[config.mk]
export PLATFORM = sky130hd
export DESIGN_NAME = gdt_ram
export DESIGN_NICKNAME = d
export VERILOG_FILES = /design/src/sv/gdt_ram.sv
export SDC_FILE = /design/constraint.sdc
export NUM_CORES = 1
export LEC_CHECK = 0
export ABC_CLOCK_PERIOD_IN_PS = 1900
export BUFFER_PORTS_ARGS = -buffer_cell sky130_fd_sc_hd__buf_4
export CAP_MARGIN = 20
export CORE_ASPECT_RATIO = 1.75
export CORE_MARGIN = 1.5
export CORE_UTILIZATION = 56
export DETAILED_ROUTE_END_ITERATION = 7
export GPL_TIMING_DRIVEN = 0
export PLACE_DENSITY = 0.87
export SETUP_SLACK_MARGIN = 0.4
export SYNTH_ARGS = -nofsm -noshare
export SYNTH_HDL_FRONTEND = slang
export SYNTH_SLANG_ARGS = --single-unit
[constraint.sdc]
create_clock -name clk_i -period 1.9 [get_ports clk_i]
set_input_delay 0.19 -clock clk_i [delete_from_list [all_inputs] [get_ports clk_i]]
set_output_delay 0.19 -clock clk_i [all_outputs]
set_load 0.01 [all_outputs]
[src/sv/gdt_ram.sv]
// ----------------------------------------------------------------------------
// gdt_ram
// Generic single-write, single-read RAM with a registered read port.
// ----------------------------------------------------------------------------
module gdt_ram #(
  parameter int WIDTH = 8,
  parameter int DEPTH = 64
) (
  input  logic                     clk_i,
  input  logic                     we_i,
  input  logic [$clog2(DEPTH)-1:0] waddr_i,
  input  logic [WIDTH-1:0]         wdata_i,
  input  logic [$clog2(DEPTH)-1:0] raddr_i,
  output logic [WIDTH-1:0]         rdata_o
);

  logic [WIDTH-1:0] mem_q [DEPTH];
  logic [WIDTH-1:0] rdata_q;

  always_ff @(posedge clk_i) begin
    if (we_i) begin
      mem_q[waddr_i] <= wdata_i;
    end
    rdata_q <= mem_q[raddr_i];
  end

  assign rdata_o = rdata_q;

endmodule

==> load_flow_metrics.sql <==
INSERT INTO impl_metrics (metric_group, metric, value, unit) VALUES
('run_status', 'status', 'finished, violations left', ''),
('worst_setup_path', 'critical_path.slowest_cell', 'sky130_fd_sc_hd__mux2i_1', ''),
('timing', 'post-route-worst-setup-slack', '-385.2', 'ps'),
('worst_setup_path', 'reg2reg_launch_point', 'mem_q[41][6]', ''),
('timing', 'rsz0062_at_grt', 'yes', ''),
('worst_setup_path', 'crit_path_launch_type', 'input pin', ''),
('timing', 'finalCriticalPeriod', '2285', 'ps'),
('worst_setup_path', 'path_delay_family', 'multiplexers', ''),
('run', 'max-cap-violations', '0', ''),
('synth', 'postSynth.asyncResetShare', '0', '%'),
('worst_setup_path', 'worstPathCellList', 'buf_2 -> buf_4 -> clkbuf_2 -> mux4_2 -> mux2i_1 -> nand2_1 -> nand3_1 -> o32ai_2', ''),
('timing', 'finClkSkew', '15.35', 'ps'),
('run_status', 'failed_checks', 'negative setup slack', ''),
('synth', 'ys_top_cells_by_area', 'sky130_fd_sc_hd__edfxtp_1, sky130_fd_sc_hd__mux4_2, sky130_fd_sc_hd__nor2_1, sky130_fd_sc_hd__mux2i_1, sky130_fd_sc_hd__dfxtp_1', ''),
('worst_setup_path', 'criticalPathCategory', 'in -> reg', ''),
('power_and_ir_drop', 'worst_ir_drop_vdd', '629.3', 'µV'),
('timing', 'timing.hold.ws', '165.9', 'ps'),
('global_routing', 'grt_start_max_net_pins', '65', ''),
('synth', 'number_of_enable_flip_flop_cells_after_synthesis', '512', ''),
('worst_setup_path', 'critical_path_required', '2330', 'ps'),
('worst_setup_path', 'cp-end-kind', 'flip-flop', ''),
('power_and_ir_drop', 'power.density', '1009', 'nW/µm²'),
('worst_setup_path', 'cp.arrival', '2710', 'ps'),
('drt', 'antenna_violation_net_count_after_detailed_routing', '0', ''),
('worst_setup_path', 'slowest_delay', '640', 'ps'),
('drt', 'drtIter0Drc', '1607', ''),
('clock_tree', 'total_clock_buffers_created_by_cts', '42', ''),
('synth', 'synth.yosys.seq_area_share', '77.03', '%'),
('synth', 'synthDistinctLibCells', '40', ''),
('timing', 'slew_headroom', '30.60', '%'),
('worst_setup_path', 'worst_setup_path_startpoint', 'raddr_i[2]', ''),
('timing', 'final_slew_viol_count', '0', ''),
('synth', 'synthCells', '940', ''),
('synth', 'avgSynthCellArea', '21.45', 'µm²'),
('timing', 'timing.final.setup_violations', '6', ''),
('clock_tree', 'clock_sink_count', '520', ''),
('global_routing', 'grt_overflow_total', '0', ''),
('die', 'fp-row-count', '91', ''),
('finish', 'post_route_cells_drive_above_1_share', '37.04', '%'),
('global_routing', 'antenna_violations_before_repair', '1', ''),
('synth', 'ys_warn_count', '0', ''),
('clock_tree', 'clk_pin_slew', '70', 'ps'),
('timing', 'finalHoldViolCount', '0', ''),
('worst_hold_path', 'hold_path.startpoint', 'wdata_i[6]', ''),
('synth', 'post-synth-top-area-fraction', '76.24', '%'),
('place', 'place.gp.congestion', '0.9382', ''),
('die', 'die_width', '146.5', 'µm'),
('finish', 'fin_nets', '1041', ''),
('synth', 'post-synth-top-area-cell', 'sky130_fd_sc_hd__edfxtp_1', ''),
('synth', 'dominantRegCellSynth', 'sky130_fd_sc_hd__edfxtp_1', ''),
('die', 'die_h', '254.0', 'µm'),
('timing', 'layout_worst_path_cycle_share', '120.3', '%'),
('die', 'die_area', '37200', 'µm²'),
('synth', 'synth_area', '20170', 'µm²'),
('worst_setup_path', 'path_buf_inv', '3', ''),
('drt', 'finalWirelength', '53280', 'µm'),
('timing', 'worstMarginPinSlew', '1041', 'ps'),
('global_routing', 'grt_pass1_wl', '75220', 'µm'),
('synth', 'post_synth_net_total', '962', ''),
('drt', 'detailroute.via_count', '10760', ''),
('finish', 'final_common_cell', 'sky130_fd_sc_hd__edfxtp_1', ''),
('global_routing', 'groute.usage.overall', '29.12', '%'),
('drt', 'detailedRoute.firstPassIterationCount', '6', ''),
('die', 'initial_utilization', '56.95', '%'),
('clock_tree', 'clock_tree.buffer_depth', '3', ''),
('drt', 'wl_per_cell', '35.10', 'µm'),
('worst_hold_path', 'worst_hold_path_type', 'in -> reg', ''),
('finish', 'num_antenna_cells', '0', ''),
('place', 'hpwlAfterDp', '31510', 'µm'),
('synth', 'ys_ff_latch', '520', ''),
('drt', 'post_drt_via_cell_ratio', '7.088', '');
## worst register-to-register path: cells and delay by family, from the launching register on
family	cells	cell delay [ps]
AO/OA/AOI/OAI	1	130
flip-flops	1	380
AND/OR/NAND/NOR	2	440
multiplexers	2	1120
## layer usage
layer / vias up / track usage, % / share of wire [%]
li1: 4085 / - / -
met1: 5393 / 31.18 / 30
met2: 983 / 49.61 / 51
met3: 297 / 7.074 / 11
met4: 2 / 22.57 / 8.9
met5: - / 0 / 0.021
## sequential cells by signal, summed over array words and instances (netlist names)
register,flops
rdata_o,8
mem_q,512
## repair_timing
| item | 4_1_cts | 5_1_grt |
|---|---|---|
| endpoints found under the hold margin | 2 | 0 |
| gates cloned | 0 | 0 |
| gates resized for setup | 88 | 48 |
| endpoints found under the setup margin | 176 | 383 |
| buffers inserted | 0 | 13 |
| hold buffers | 1 | 0 |
| pin swaps | 5 | 7 |
## cell families after synthesis
logic type | count (synthesis) | share of synthesized area [%]
compound gates | 54 | 2.072
flops | 520 | 77.03
simple gates | 153 | 3.387
mux | 162 | 15.94
buf+inv | 51 | 1.570
## cells in the mapped netlist (4+ instances only)
master                       n
sky130_fd_sc_hd__o22ai_1     8
sky130_fd_sc_hd__nor2b_1    14
sky130_fd_sc_hd__mux2_2     13
sky130_fd_sc_hd__buf_1       4
sky130_fd_sc_hd__clkbuf_1   17
sky130_fd_sc_hd__edfxtp_1  512
sky130_fd_sc_hd__nand2b_1    7
sky130_fd_sc_hd__nor3_1      7
sky130_fd_sc_hd__buf_4      13
sky130_fd_sc_hd__nand3_1    13
sky130_fd_sc_hd__mux2i_1    23
sky130_fd_sc_hd__o221ai_1    8
sky130_fd_sc_hd__a221oi_1    6
sky130_fd_sc_hd__buf_6       4
sky130_fd_sc_hd__mux4_2    126
sky130_fd_sc_hd__nand2_1    19
sky130_fd_sc_hd__nor2_1     83
sky130_fd_sc_hd__a211oi_1    4
sky130_fd_sc_hd__buf_2      11
sky130_fd_sc_hd__dfxtp_1     8
## path summary, 6_finish.rpt
path,end,slack [ps],cells after the start
max,rdata_o[6],-390,8
max reg2reg,rdata_o[6],-300,5
min reg2reg,rdata_o[7],930,4
min,mem_q[17][6],170,1
## area by class of cell
type                    count  area [µm²]
repair buffers             35       277.8
multi-input cells         369        5067
well taps                 465       581.8
clock inverters            31       314.1
clock buffers              47        1134
flip-flops and latches    520       15530
plain buffers              51       391.6
fillers                  2024       12110
## report_power, final
group | internal [mW] | switching (mW)
Sequential | 12.7 | 0.0294
Clock | 5.15 | 4.13
Combinational | 0.539 | 0.985
## per-stage QoR
step                      util (%)  power, mW  cell area [µm²]  instances  setup TNS, ps
after global placement       59.75      14.20            21160       1426         -67540
after global routing         65.80      23.87            23300       1518          -1044
after CTS                    64.85      23.31            22960       1505         -280.3
after detailed placement     59.75      14.26            21160       1426         -93110
after floorplan                  -      13.68            20420        940              0
final                        65.80      23.51            23300       1518          -1081
Note: power is estimated with default switching activity, not from simulation.
